## src/rtl/core/dtss_pkg.sv

```systemverilog
`default_nettype none
package dtss_pkg;

	localparam int MAX_DELIM_LEN = 4;
	localparam int MAX_FIELD_LEN = 64;

	// usable delimiter length: both the sequence registers and the generic cap
	localparam int DELIM_CAP = (MAX_DELIM_LEN < 4) ? MAX_DELIM_LEN : 4;
	localparam int FL_W      = $clog2(MAX_FIELD_LEN);
	localparam logic [FL_W-1:0] FL_MAX = FL_W'(MAX_FIELD_LEN - 1);

	localparam int Q_DEPTH = 4;
	localparam int QPTR_W  = $clog2(Q_DEPTH);
	localparam int QCNT_W  = $clog2(Q_DEPTH + 1);

	localparam int CFG_IDX_W = 8;
	localparam logic [CFG_IDX_W-1:0] CFG_DELIM_LEN  = 8'd0;
	localparam logic [CFG_IDX_W-1:0] CFG_START_DELIM = 8'd1;
	localparam logic [CFG_IDX_W-1:0] CFG_STOP_DELIM  = 8'd2;
	localparam logic [CFG_IDX_W-1:0] CFG_SEPARATOR   = 8'd3;

	localparam logic [2:0]  RST_DELIM_LEN   = 3'd2;
	localparam logic [31:0] RST_START_DELIM = 32'h0000_7B7B;
	localparam logic [31:0] RST_STOP_DELIM  = 32'h0000_7D7D;
	localparam logic [7:0]  RST_SEPARATOR   = 8'h3A;

	typedef enum logic [1:0] {
		KIND_TEXT  = 2'd0,
		KIND_IDENT = 2'd1,
		KIND_PARAM = 2'd2,
		KIND_CLOSE = 2'd3
	} kind_t;

	typedef enum logic [1:0] {
		MODE_TEXT  = 2'd0,
		MODE_IDENT = 2'd1,
		MODE_PARAM = 2'd2
	} mode_t;

	typedef struct packed {
		logic [2:0]  delim_len;
		logic [31:0] start_delim;
		logic [31:0] stop_delim;
		logic [7:0]  separator;
	} cfg_t;

	typedef struct packed {
		logic [7:0] data;
		kind_t      kind;
	} res_t;

	// all results caused by one input byte, in order
	typedef struct packed {
		logic [2:0]       count;
		res_t [3:0]       ent;
	} cmd_t;

	function automatic logic [7:0] seq_byte(input logic [31:0] seq, input logic [1:0] idx);
		seq_byte = seq[idx*8 +: 8];
	endfunction

endpackage
`default_nettype wire

```

## src/rtl/core/delimited_tag_stream_scanner.sv

```systemverilog
`default_nettype none
// Results of an accepted byte pass through the command queue, then the output register.
// Throughput: one input byte per cycle while the queue has room; one result per output
// cycle while out_stall is low; a byte that causes k results (k up to 4) takes k output
// beats; a 4-entry command queue between scanner and serializer absorbs those bursts.
// Reset (arst_n low, asynchronous): scan state cleared, queue empty, registers at
// their default values; no clearing pass, the block accepts bytes right after reset.
module delimited_tag_stream_scanner (
	input  wire logic                           clk,
	input  wire logic                           arst_n,
	input  wire logic                           in_valid,
	output logic                                in_stall,
	input  wire logic [7:0]                     in_byte,
	output logic                                out_valid,
	input  wire logic                           out_stall,
	output logic [7:0]                          out_byte,
	output logic [1:0]                          out_kind,
	output logic                                last_of_run,
	input  wire logic                           cfg_valid,
	output logic                                cfg_ready,
	input  wire logic [dtss_pkg::CFG_IDX_W-1:0] cfg_index,
	input  wire logic [31:0]                    cfg_data
);
	import dtss_pkg::*;

	cfg_t cfg_q;
	logic accept;
	logic push, full, head_valid, pop;
	cmd_t push_cmd, head_cmd;

	// register file: always ready, unused indexes dropped
	assign cfg_ready = 1'b1;

	always_ff @(posedge clk or negedge arst_n) begin
		if (!arst_n) begin
			cfg_q.delim_len   <= RST_DELIM_LEN;
			cfg_q.start_delim <= RST_START_DELIM;
			cfg_q.stop_delim  <= RST_STOP_DELIM;
			cfg_q.separator   <= RST_SEPARATOR;
		end else if (cfg_valid && cfg_ready) begin
			case (cfg_index)
				CFG_DELIM_LEN:   cfg_q.delim_len   <= cfg_data[2:0];
				CFG_START_DELIM: cfg_q.start_delim <= cfg_data;
				CFG_STOP_DELIM:  cfg_q.stop_delim  <= cfg_data;
				CFG_SEPARATOR:   cfg_q.separator   <= cfg_data[7:0];
				default: begin
				end
			endcase
		end
	end

	// front takes a byte whenever the queue has room; stall comes only from queue state
	assign in_stall = full;
	assign accept   = in_valid && !in_stall;

	dtss_front u_front (
		.clk      (clk),
		.arst_n   (arst_n),
		.cfg      (cfg_q),
		.accept   (accept),
		.in_byte  (in_byte),
		.push     (push),
		.push_cmd (push_cmd)
	);

	dtss_queue u_queue (
		.clk        (clk),
		.arst_n     (arst_n),
		.push       (push),
		.push_cmd   (push_cmd),
		.full       (full),
		.head_valid (head_valid),
		.head_cmd   (head_cmd),
		.pop        (pop)
	);

	// back serializes each command, one result per output cycle while out_stall is low
	dtss_back u_back (
		.clk         (clk),
		.arst_n      (arst_n),
		.head_valid  (head_valid),
		.head_cmd    (head_cmd),
		.pop         (pop),
		.out_valid   (out_valid),
		.out_stall   (out_stall),
		.out_byte    (out_byte),
		.out_kind    (out_kind),
		.last_of_run (last_of_run)
	);

	a_out_hold: assert property (@(posedge clk) disable iff (!arst_n)
		out_valid && out_stall |=> out_valid && $stable(out_byte) && $stable(out_kind))
		else $error("stalled result changed");

endmodule
`default_nettype wire

```

## src/rtl/core/dtss_front.sv

```systemverilog
`default_nettype none
module dtss_front (
	input  wire logic          clk,
	input  wire logic          arst_n,
	input  wire dtss_pkg::cfg_t cfg,
	input  wire logic          accept,
	input  wire logic [7:0]    in_byte,
	output logic               push,
	output dtss_pkg::cmd_t     push_cmd
);
	import dtss_pkg::*;

	logic            inside_q, inside_d;
	logic [1:0]      mc_q, mc_d;
	mode_t           mode_q, mode_d;
	logic [FL_W-1:0] fl_q, fl_d;

	logic [2:0] len;
	logic [2:0] mc_inc;
	logic       done;
	logic       start_hit, stop_hit;
	kind_t      fkind;
	cmd_t       cmd;

	always_comb begin
		if (cfg.delim_len == 3'd0) begin
			len = 3'd1;
		end else if (cfg.delim_len > 3'(DELIM_CAP)) begin
			len = 3'(DELIM_CAP);
		end else begin
			len = cfg.delim_len;
		end
	end

	always_comb begin
		mc_inc    = {1'b0, mc_q} + 3'd1;
		done      = mc_inc >= len;
		start_hit = !inside_q && (in_byte == seq_byte(cfg.start_delim, mc_q));
		stop_hit  = inside_q && (in_byte == seq_byte(cfg.stop_delim, mc_q));
		fkind     = (mode_q == MODE_PARAM) ? KIND_PARAM : KIND_IDENT;

		inside_d = inside_q;
		mc_d     = mc_q;
		mode_d   = mode_q;
		fl_d     = fl_q;
		cmd      = '0;

		if (start_hit) begin
			if (done) begin
				inside_d = 1'b1;
				mc_d     = 2'd0;
				mode_d   = MODE_IDENT;
				fl_d     = '0;
			end else begin
				mc_d = mc_inc[1:0];
			end
		end else if (stop_hit) begin
			if (done) begin
				cmd.ent[0] = '{data: 8'h00, kind: KIND_CLOSE};
				cmd.count  = 3'd1;
				inside_d   = 1'b0;
				mc_d       = 2'd0;
				mode_d     = MODE_TEXT;
				fl_d       = '0;
			end else begin
				mc_d = mc_inc[1:0];
			end
		end else begin
			// flush the partial delimiter match
			for (int i = 0; i < 3; i++) begin
				if (2'(i) < mc_q) begin
					if (!inside_q) begin
						cmd.ent[cmd.count[1:0]] =
							'{data: seq_byte(cfg.start_delim, 2'(i)), kind: KIND_TEXT};
						cmd.count = cmd.count + 3'd1;
					end else if (fl_d < FL_MAX) begin
						fl_d = fl_d + 1'b1;
						cmd.ent[cmd.count[1:0]] =
							'{data: seq_byte(cfg.stop_delim, 2'(i)), kind: fkind};
						cmd.count = cmd.count + 3'd1;
					end
				end
			end
			mc_d = 2'd0;
			if (!inside_q) begin
				cmd.ent[cmd.count[1:0]] = '{data: in_byte, kind: KIND_TEXT};
				cmd.count = cmd.count + 3'd1;
			end else if (mode_q == MODE_IDENT && in_byte == cfg.separator) begin
				mode_d = MODE_PARAM;
				fl_d   = '0;
			end else if (fl_d < FL_MAX) begin
				fl_d = fl_d + 1'b1;
				cmd.ent[cmd.count[1:0]] = '{data: in_byte, kind: fkind};
				cmd.count = cmd.count + 3'd1;
			end
		end
	end

	always_ff @(posedge clk or negedge arst_n) begin
		if (!arst_n) begin
			inside_q <= 1'b0;
			mc_q     <= 2'd0;
			mode_q   <= MODE_TEXT;
			fl_q     <= '0;
		end else if (accept) begin
			inside_q <= inside_d;
			mc_q     <= mc_d;
			mode_q   <= mode_d;
			fl_q     <= fl_d;
		end
	end

	assign push     = accept && (cmd.count != 3'd0);
	assign push_cmd = cmd;

	a_mode_text_outside: assert property (@(posedge clk) disable iff (!arst_n)
		inside_q == (mode_q != MODE_TEXT))
		else $error("field mode disagrees with tag state");
	a_match_below_cap: assert property (@(posedge clk) disable iff (!arst_n)
		{1'b0, mc_q} < 3'(DELIM_CAP))
		else $error("delimiter match count reached its cap");
	a_field_sat: assert property (@(posedge clk) disable iff (!arst_n)
		accept && inside_q && (fl_q == FL_MAX) && !stop_hit && (mc_q == 2'd0) |=> fl_q == FL_MAX
			|| !inside_q || mode_q == MODE_PARAM)
		else $error("full field length moved");

endmodule
`default_nettype wire

```

## src/rtl/core/dtss_queue.sv

```systemverilog
`default_nettype none
module dtss_queue (
	input  wire logic           clk,
	input  wire logic           arst_n,
	input  wire logic           push,
	input  wire dtss_pkg::cmd_t push_cmd,
	output logic                full,
	output logic                head_valid,
	output dtss_pkg::cmd_t      head_cmd,
	input  wire logic           pop
);
	import dtss_pkg::*;

	cmd_t              mem_q [Q_DEPTH];
	logic [QPTR_W-1:0] wr_ptr_q, rd_ptr_q;
	logic [QCNT_W-1:0] count_q;

	assign full       = count_q == QCNT_W'(Q_DEPTH);
	assign head_valid = count_q != '0;
	assign head_cmd   = mem_q[rd_ptr_q];

	always_ff @(posedge clk) begin
		if (push) begin
			mem_q[wr_ptr_q] <= push_cmd;
		end
	end

	always_ff @(posedge clk or negedge arst_n) begin
		if (!arst_n) begin
			wr_ptr_q <= '0;
			rd_ptr_q <= '0;
			count_q  <= '0;
		end else begin
			if (push) begin
				wr_ptr_q <= wr_ptr_q + 1'b1;
			end
			if (pop) begin
				rd_ptr_q <= rd_ptr_q + 1'b1;
			end
			if (push && !pop) begin
				count_q <= count_q + 1'b1;
			end else if (pop && !push) begin
				count_q <= count_q - 1'b1;
			end
		end
	end

	a_no_overflow: assert property (@(posedge clk) disable iff (!arst_n)
		full |-> !push)
		else $error("push into full queue");
	a_no_underflow: assert property (@(posedge clk) disable iff (!arst_n)
		pop |-> head_valid)
		else $error("pop from empty queue");

endmodule
`default_nettype wire

```

## src/rtl/core/dtss_back.sv

```systemverilog
`default_nettype none
module dtss_back (
	input  wire logic           clk,
	input  wire logic           arst_n,
	input  wire logic           head_valid,
	input  wire dtss_pkg::cmd_t head_cmd,
	output logic                pop,
	output logic                out_valid,
	input  wire logic           out_stall,
	output logic [7:0]          out_byte,
	output logic [1:0]          out_kind,
	output logic                last_of_run
);
	import dtss_pkg::*;

	logic [1:0] idx_q;
	logic       valid_q;
	logic [7:0] byte_q;
	kind_t      kind_q;
	logic       last_q;
	logic       load;
	logic       last;

	assign load = head_valid && (!valid_q || !out_stall);
	assign last = {1'b0, idx_q} == (head_cmd.count - 3'd1);
	assign pop  = load && last;

	always_ff @(posedge clk or negedge arst_n) begin
		if (!arst_n) begin
			valid_q <= 1'b0;
			idx_q   <= 2'd0;
		end else begin
			if (!valid_q || !out_stall) begin
				valid_q <= head_valid;
			end
			if (load) begin
				idx_q <= last ? 2'd0 : idx_q + 2'd1;
			end
		end
	end

	always_ff @(posedge clk) begin
		if (load) begin
			byte_q <= head_cmd.ent[idx_q].data;
			kind_q <= head_cmd.ent[idx_q].kind;
			last_q <= last;
		end
	end

	assign out_valid   = valid_q;
	assign out_byte    = byte_q;
	assign out_kind    = kind_q;
	assign last_of_run = last_q;

	a_idx_in_cmd: assert property (@(posedge clk) disable iff (!arst_n)
		head_valid |-> {1'b0, idx_q} < head_cmd.count)
		else $error("result index beyond command");
	a_close_alone: assert property (@(posedge clk) disable iff (!arst_n)
		valid_q && kind_q == KIND_CLOSE |-> last_q && byte_q == 8'h00)
		else $error("close marker not alone");

endmodule
`default_nettype wire

```

## config.mk

```make
export PLATFORM = sky130hd
export DESIGN_NAME = delimited_tag_stream_scanner
export DESIGN_NICKNAME = d
export VERILOG_FILES = /design/src/rtl/core/dtss_pkg.sv /design/src/rtl/core/delimited_tag_stream_scanner.sv /design/src/rtl/core/dtss_front.sv /design/src/rtl/core/dtss_queue.sv /design/src/rtl/core/dtss_back.sv
export SDC_FILE = /design/constraint.sdc
export NUM_CORES = 1
export LEC_CHECK = 0
export ABC_AREA = 1
export BUFFER_PORTS_ARGS = -buffer_cell sky130_fd_sc_hd__buf_2
export CORE_MARGIN = 3
export CORE_UTILIZATION = 40
export CTS_CLUSTER_DIAMETER = 40
export DETAILED_ROUTE_END_ITERATION = 16
export PLACE_DENSITY = 0.66
export SYNTH_ARGS = -nofsm -noshare
export SYNTH_HDL_FRONTEND = slang
export SYNTH_HIERARCHICAL = 1
export SYNTH_SLANG_ARGS = --single-unit
```

## constraint.sdc

```tcl
create_clock -name clk -period 19.5 [get_ports clk]
set_clock_uncertainty 0.1 [all_clocks]
set_input_delay 1.95 -clock clk [delete_from_list [all_inputs] [get_ports clk]]
set_output_delay 1.95 -clock clk [all_outputs]
set_load 0.01 [all_outputs]
```

==> results of run 1 <==
==> area by class of cell <==
type	count	area [sq um]	share of cell area
clock buffer	45	1030	0.0587
clock inverter	26	359	0.0205
sequential	279	7940	0.453
inverter	238	895	0.0511
timing repair buffer	72	380	0.0217
multi-input combinational	1229	6280	0.358
tap	511	639	0.0365
==> layout by cell type (no fill, tap or decap), types with 39 or more instances in the layout <==
master and n:
nand2_1 498, inv_1 218, edfxtp_1 183, nand3_1 142, o21ai_0 99, o211ai_1 98
nor2_1 95, a21oi_1 82, dfrtp_1 66, buf_2 64, clkbuf_16 39
==> through the flow <==
step | power [uW] | setup slack [ns] | util
3_3_place_gp | 1300 | 12.11 | 0.423
4_1_cts | 2060 | 11.88 | 0.460
5_1_grt | 2160 | 11.23 | 0.460
3_5_place_dp | 1310 | 11.88 | 0.423
2_1_floorplan | 1170 | 13.38 | -
6_report | 2050 | 11.77 | 0.460
==> worst min-delay path, cell delays in order, from the launching register on <==
cell and delay [ns]:
dfstp_2 0.36, nand2_1 0.05, nand2_1 0.04
==> sequential cells by signal, indices dropped and copies added (netlist names) <==
signal and cells:
u_queue/mem_q 172, cfg_q 75, u_back/out_byte 8, u_front/fl_q 6, u_queue/count_q 3, u_back/idx_q 2
u_back/out_kind 2, u_front/mc_q 2, u_front/mode_q 2, u_queue/rd_ptr_q 2, u_queue/wr_ptr_q 2, u_back/last_of_run 1
u_back/out_valid 1, u_front/inside_q 1
==> power by group through the flow <==
| stage | registers, uW | clock network (uW) | logic [uW] |
|---|---|---|---|
| 2_1_floorplan | 797 | 0 | 372 |
| 3_3_place_gp | 825 | 0 | 476 |
| 3_5_place_dp | 828 | 0 | 486 |
| 4_1_cts | 818 | 758 | 489 |
| 5_1_grt | 829 | 784 | 549 |
| 6_report | 819 | 743 | 487 |
==> layer usage <==
metal	part of all wire	track usage	vias up
met4	0.034	0.0769	0
met3	0.072	0.0351	96
met5	0	0	-
met1	0.43	0.303	6268
met2	0.46	0.356	511
li1	-	-	6246
==> cell usage after synthesis (all sizes together), types with 3 or more instances <==
cell and instances:
o211ai 98, xor2 19, nand3b 3, nand2 519
o32ai 5, o2111ai 5, buf 67, a21oi 83
edfxtp 183, nand3 149, o22ai 29, xnor2 3
nor3 9, clkinv 3, ha 25, a22oi 7
dfstp 29, nor4 8, nand4 17, o21ai 125
inv 235, dfrtp 67, nor2 110, clkbuf 25
==> logic make-up after synthesis <==
kind of cell             share of synthesized area
buffers and inverters                       0.0918
XOR/XNOR                                    0.0123
multiplexers                              0.000640
AO/OA/AOI/OAI                                0.140
flip-flops                                   0.507
AND/OR/NAND/NOR                              0.227
other                                     0.000240
adder cells (fa/ha/maj)                     0.0213
==> worst min-delay path by stage <==
stage	from	slack (ns)	end
after global routing	cfg_q[8]	0.37	cfg_q[8]
after floorplan	u_queue/count_q[2]	0.34	u_queue/count_q[2]
final	cfg_q[11]	0.36	cfg_q[11]
after CTS	cfg_q[8]	0.36	cfg_q[8]
after detailed placement	cfg_q[8]	0.35	cfg_q[8]
after global placement	cfg_q[10]	0.35	cfg_q[10]
==> metrics.md, run 1 <==
| Metric | Value |
|---|---|
| Run status | `finished clean` |
| Cell at the root of the clock tree | `clkbuf_16` |
| Net switching power | `680 uW` |
| Crit path depth | `31` |
| Unrepaired setup endpoints after global routing | `no` |
| Maximum capacitance violations | `0` |
| Static Leakage | `0.00755 uW` |
| Final worst path period share | `0.397` |
| Gate power share | `0.238` |
| Post-DRT Antenna Nets | `0` |
| Worst R2R Start | `u_front/mc_q[1]` |
| Antenna diode count | `0` |
| Highest Clock Rate | `129 MHz` |
| Cell type of the slowest stage on the worst timing path | `inv_1` |
| Placement Cell Area | `0.0161 sq mm` |
| 1st-pass router iterations | `5` |
| Crit path max fanout | `43` |
| Nets in the synthesized netlist | `1917` |
| Unique masters post-synth | `50` |
| Share of synthesized registers carrying an async set or reset | `0.344` |
| First-pass GRT wire length | `71400 um` |
| Total half-perimeter wirelength after legalization and detailed placement | `32000 um` |
| Clock buffers created by TritonCTS | `39` |
| Avg Synthesized Cell Area | `8.51 sq um` |
| Library cell with the largest summed area after synthesis | `edfxtp_1` |
| Cell seen most often among critical-path stages | `nand2_1` |
| CTS sink count | `279` |
| Depth of the worst register-to-register path | `31` |
| Maximum ir drop on the vdd rail | `0.0915 mV` |
| Total number of nets in the final design | `1938` |
| Top-Level Pins | `67` |
| Cell area power density | `117 mW/mm^2` |
| DRC marker count from the first detailed-route iteration | `1331` |
| Largest net degree at the start of global routing | `90` |
| Cell count after placement | `2329` |
| CTS H-tree lvls | `2` |
| Number of flops mapped to enable cells by yosys | `183` |
| Primary FF master, synth | `edfxtp_1` |
| Height of the die | `204 um` |
| CTS tree | `built` |
| Gate count after technology mapping | `1838` |
| Num rows | `71` |
| Summed area of non-filler cells in the final layout | `0.0175 sq mm` |
| Initial antenna violation count | `0` |
| Std-Cell Core Area | `0.0381 sq mm` |
| Element type at the critical path end | `flop` |
| Final-layout setup total negative slack | `0 ns` |
| Fraction of layout instances using a drive strength above 1 | `0.123` |
| Resized Gates After CTS | `0` |
| Synth Register Bits | `279` |
| Yosys warns | `6` |
| Critical path launch point type | `flop` |
| Crit path to | `u_queue/mem_q[3][0]` |
| Final Hold Fails | `0` |
| Remaining Overflow, GRT | `0` |
| Buffer levels on the longest clock path | `3` |
| Setup CP Type | `flop to flop` |
| Worst EP required | `19.55 ns` |
| Clock slew at reported path FFs | `0.05 ns` |
| Number of pins with negative max-slew slack in the final report | `0` |
| Area growth from synthesis to layout | `11.9%` |
| Switching Share | `0.332` |
| Cell types with the largest area share after synthesis | `edfxtp_1 (35%), nand2_1 (12%), dfrtp_1 (11%), inv_1 (5.3%), dfstp_2 (4.9%)` |
| Actual transition at the worst max-transition pin | `1.08 ns` |
| Capture instance of the worst register-to-register path | `u_queue/mem_q[3][0]` |
| Average detailed-routed wire length per instance | `19.4 um` |
| Register area share after synthesis | `0.507` |
| Cells on Worst Hold Path | `2` |
| Arrival time at the worst endpoint | `7.79 ns` |
| Share of the synthesized area in the top cell type | `0.351` |
| Final estimated routing congestion in global placement | `0.992` |
| Delay contributed by the slowest stage of the critical path | `0.78 ns` |
| Flop2flop setup slack | `11.77 ns` |
| Final-layout worst hold slack | `0.362 ns` |
| Clock latency at the later pin of the worst-skew pair | `0.55 ns` |
| Worst path bufs/invs | `4` |
| Cell Area, Synth | `0.0156 sq mm` |
| Number of global-route vias before repair | `12.3k` |
| Share of total power in sequential cells | `0.400` |
| Number of non-filler instances in the completed layout | `2400` |
| Die area | `0.0415 sq mm` |
| Largest delay share family, worst path | `simple AND/OR/NAND/NOR gates` |
| Port Buffers | `65` |
| Die X-Extent | `204 um` |
| Total number of vias | `13.1k` |
| Power share of the clock group | `0.363` |
| Source of the critical timing path | `u_front/mc_q[1]` |
| Routed wire length | `46600 um` |
| Number of buffers inserted by post-CTS setup repair | `0` |
| Total GRT Usage | `0.220` |
| Count of filler cells inserted in the layout | `3663` |
| Avg Vias per Cell | `5.47` |
| Post-CTS Hold Buffers | `0` |
| Min cycle time layout | `7.73 ns` |
| Internal | `1370 uW` |
| DRC violation count after routing | `0` |
| Number of setup violations in the final report | `0` |
| Starting utilization of the core area | `0.411` |
| Relative slew margins | `0.279` |
| HP Class | `flop to flop` |
(Power assumes the default switching activity.)
==> run 2: changes to the inputs <==
Clock period 19.5 ns to 7.7 ns, I/O delays scaled along.
==> run 2 against run 1 <==
  * Clock power grew 130%
  * Final cell count grew 0.38%
  * Via count grew 0.19%
  * Utilization down 0.14 points
  * Design area down 0.31%
  * Global-route usage grew 0.19 points
  * Worst setup slack worse by 11 ns
  * Combinational power rose to 2.5 times the previous value
  * Register-to-register slack worse by 11 ns
  * Non-clock buffer count up 9
  * Critical endpoint is now u_queue/mem_q[1][10]
  * Flip-flop and latch count unchanged
  * Clock-buffer cell count increased by 5
==> metrics.md, run 2 (synthesis gave the netlist of run 1 again) <==
| Metric | Value |
|---|---|
| Highest Clock Rate | `151 MHz (+17%)` |
| Worst EP required | `7.76 ns (-11.79 ns)` |
| Cell area power density | `288 mW/mm^2 (+150%)` |
| Starting utilization of the core area | `0.411 (unchanged)` |
| Actual transition at the worst max-transition pin | `0.999 ns (-0.0806 ns)` |
| Cell seen most often among critical-path stages | `nand2_1` |
| Final estimated routing congestion in global placement | `0.973 (-1.9%)` |
| CTS sink count | `279 (unchanged)` |
| Initial antenna violation count | `0 (unchanged)` |
| Clock slew at reported path FFs | `0.06 ns (about the same)` |
| Crit path max fanout | `43 (unchanged)` |
| Critical path launch point type | `flop` |
| CTS H-tree lvls | `2 (unchanged)` |
| Number of global-route vias before repair | `12.5k (+1.1%)` |
| Number of setup violations in the final report | `0 (unchanged)` |
| Cell type of the slowest stage on the worst timing path | `dfrtp_1` |
| Largest register by flop count | `u_queue/mem_q` |
| Min cycle time layout | `6.62 ns (-1.12 ns)` |
| Top-Level Pins | `67 (unchanged)` |
| CTS tree | `built` |
| Number of pins with negative max-slew slack in the final report | `0 (unchanged)` |
| Delay contributed by the slowest stage of the critical path | `0.69 ns (-0.09 ns)` |
| Count of filler cells inserted in the layout | `3691 (+0.76%)` |
| DRC marker count from the first detailed-route iteration | `1235 (-7.2%)` |
| Remaining Overflow, GRT | `0 (unchanged)` |
| Avg Vias per Cell | `5.46 (-0.18%)` |
| Final Hold Fails | `0 (unchanged)` |
| Number of buffers inserted by post-CTS setup repair | `0 (unchanged)` |
| Unrepaired setup endpoints after global routing | `no` |
| Footprint of the flip-flops and latches | `0.00794 sq mm (unchanged)` |
| Height of the die | `204 um (unchanged)` |
| Cell at the root of the clock tree | `clkbuf_16` |
| Run status | `finished clean` |
| Die X-Extent | `204 um (unchanged)` |
| Maximum ir drop on the vdd rail | `0.164 mV (+79%)` |
| Clock buffers created by TritonCTS | `39 (unchanged)` |
| Area growth from synthesis to layout | `11.6%` |
| Largest net degree at the start of global routing | `109 (+21%)` |
| Maximum capacitance violations | `0 (unchanged)` |
| Resized Gates After CTS | `0 (unchanged)` |
| Multi-input gate area | `0.00628 sq mm (unchanged)` |
| Die area | `0.0415 sq mm (unchanged)` |
| Setup CP Type | `flop to flop` |
| Num rows | `71 (unchanged)` |
| Fraction of layout instances using a drive strength above 1 | `0.123 (-0.000520)` |
| Total number of vias | `13.1k (+0.19%)` |
| 1st-pass router iterations | `6 (+1)` |
| Static Leakage | `0.00752 uW (-0.36%)` |
| Average detailed-routed wire length per instance | `19.4 um (-0.25%)` |
| Clock latency at the later pin of the worst-skew pair | `0.54 ns (about the same)` |
| Std-Cell Core Area | `0.0381 sq mm (unchanged)` |
| Port Buffers | `65 (unchanged)` |
| Util after Layout | `0.458 (-0.00141)` |
| Post-CTS Hold Buffers | `0 (unchanged)` |
| Total GRT Usage | `0.222 (+0.00186)` |
| Total number of nets in the final design | `1947 (+0.46%)` |
| Final-layout setup total negative slack | `0 ns (unchanged)` |
| Max reg flops | `172 (unchanged)` |
| HP Class | `input pin to asynchronous set/reset pin` |
| Most used cells in the layout excluding fill and tap cells | `nand2_1 (498), inv_1 (218), edfxtp_1 (183)` |
| Arrival time at the worst endpoint | `6.67 ns (-1.12 ns)` |
| DRC violation count after routing | `0 (unchanged)` |
| Relative slew margins | `0.334 (+0.0548)` |
| Final worst path period share | `0.859 (+0.463)` |
| Total half-perimeter wirelength after legalization and detailed placement | `33200 um (+3.7%)` |
| Element type at the critical path end | `flop` |
| Post-DRT Antenna Nets | `0 (unchanged)` |
| First-pass GRT wire length | `71800 um (+0.62%)` |
| Routed wire length | `46600 um (+0.12%)` |
| Most common library cell in the layout ignoring fill and taps | `nand2_1` |
| Buffer levels on the longest clock path | `3 (unchanged)` |
[run 2: final cells by class]
type / instances / area share
clock buffers: 50 / 0.0606
clock inverters: 20 / 0.0118
multi-input cells: 1229 / 0.359
diodes: 1 / 0.000143
well taps: 511 / 0.0366
inverters: 238 / 0.0512
flip-flops and latches: 279 / 0.455
repair buffers: 81 / 0.0257
[run 2: path summary, 6_finish.rpt]
kind / start / endpoint / slack [ns] / cells after the start
hold reg to reg: cfg_q[13] / cfg_q[13] / 0.36 / 2
setup / recovery: u_front/mc_q[1] / u_queue/mem_q[1][10] / 1.08 / 33
hold / removal: arst_n / u_front/fl_q[4] / 0.06 / 1
max in group asynchronous: arst_n / u_front/fl_q[2] / 6.10 / 2
setup reg to reg: u_front/mc_q[1] / u_queue/mem_q[1][10] / 1.08 / 33
min in group clk: cfg_q[13] / cfg_q[13] / 0.36 / 2
[run 2: power breakdown]
part           internal [uW]  switching (uW)
Sequential              1900             172
Clock                   1050             668
Combinational            388             845
[run 2: critical path: cells and delay by family (launching register included)]
family	cells	cell delay, ns
buf+inv	6	1.19
flops	1	0.69
xor+xnor	1	0.32
fa+ha+maj	4	1.14
simple gates	22	2.77
[run 2: metal layers]
layer / vias to the layer above / part of all wire / global-route usage
met5: - / 0 / 0
met4: 0 / 0.038 / 0.0848
met3: 119 / 0.071 / 0.0319
met2: 575 / 0.46 / 0.361
met1: 6184 / 0.43 / 0.303
li1: 6268 / - / -
[run 2: metrics by stage]
stage | hold slack (ns) | std cells | instance area (sq um) | total power [uW] | setup slack [ns]
after global placement | 0.354 | 2338 | 16200 | 3310 | 1.37
after floorplan | 0.342 | 1838 | 15600 | 2960 | 1.58
final | 0.0626 | 2409 | 17500 | 5030 | 1.08
after detailed placement | 0.358 | 2338 | 16200 | 3340 | 1.16
after CTS | 0.0611 | 2408 | 17500 | 5070 | 1.16
after global routing | 0.0707 | 2408 | 17500 | 5310 | 0.494
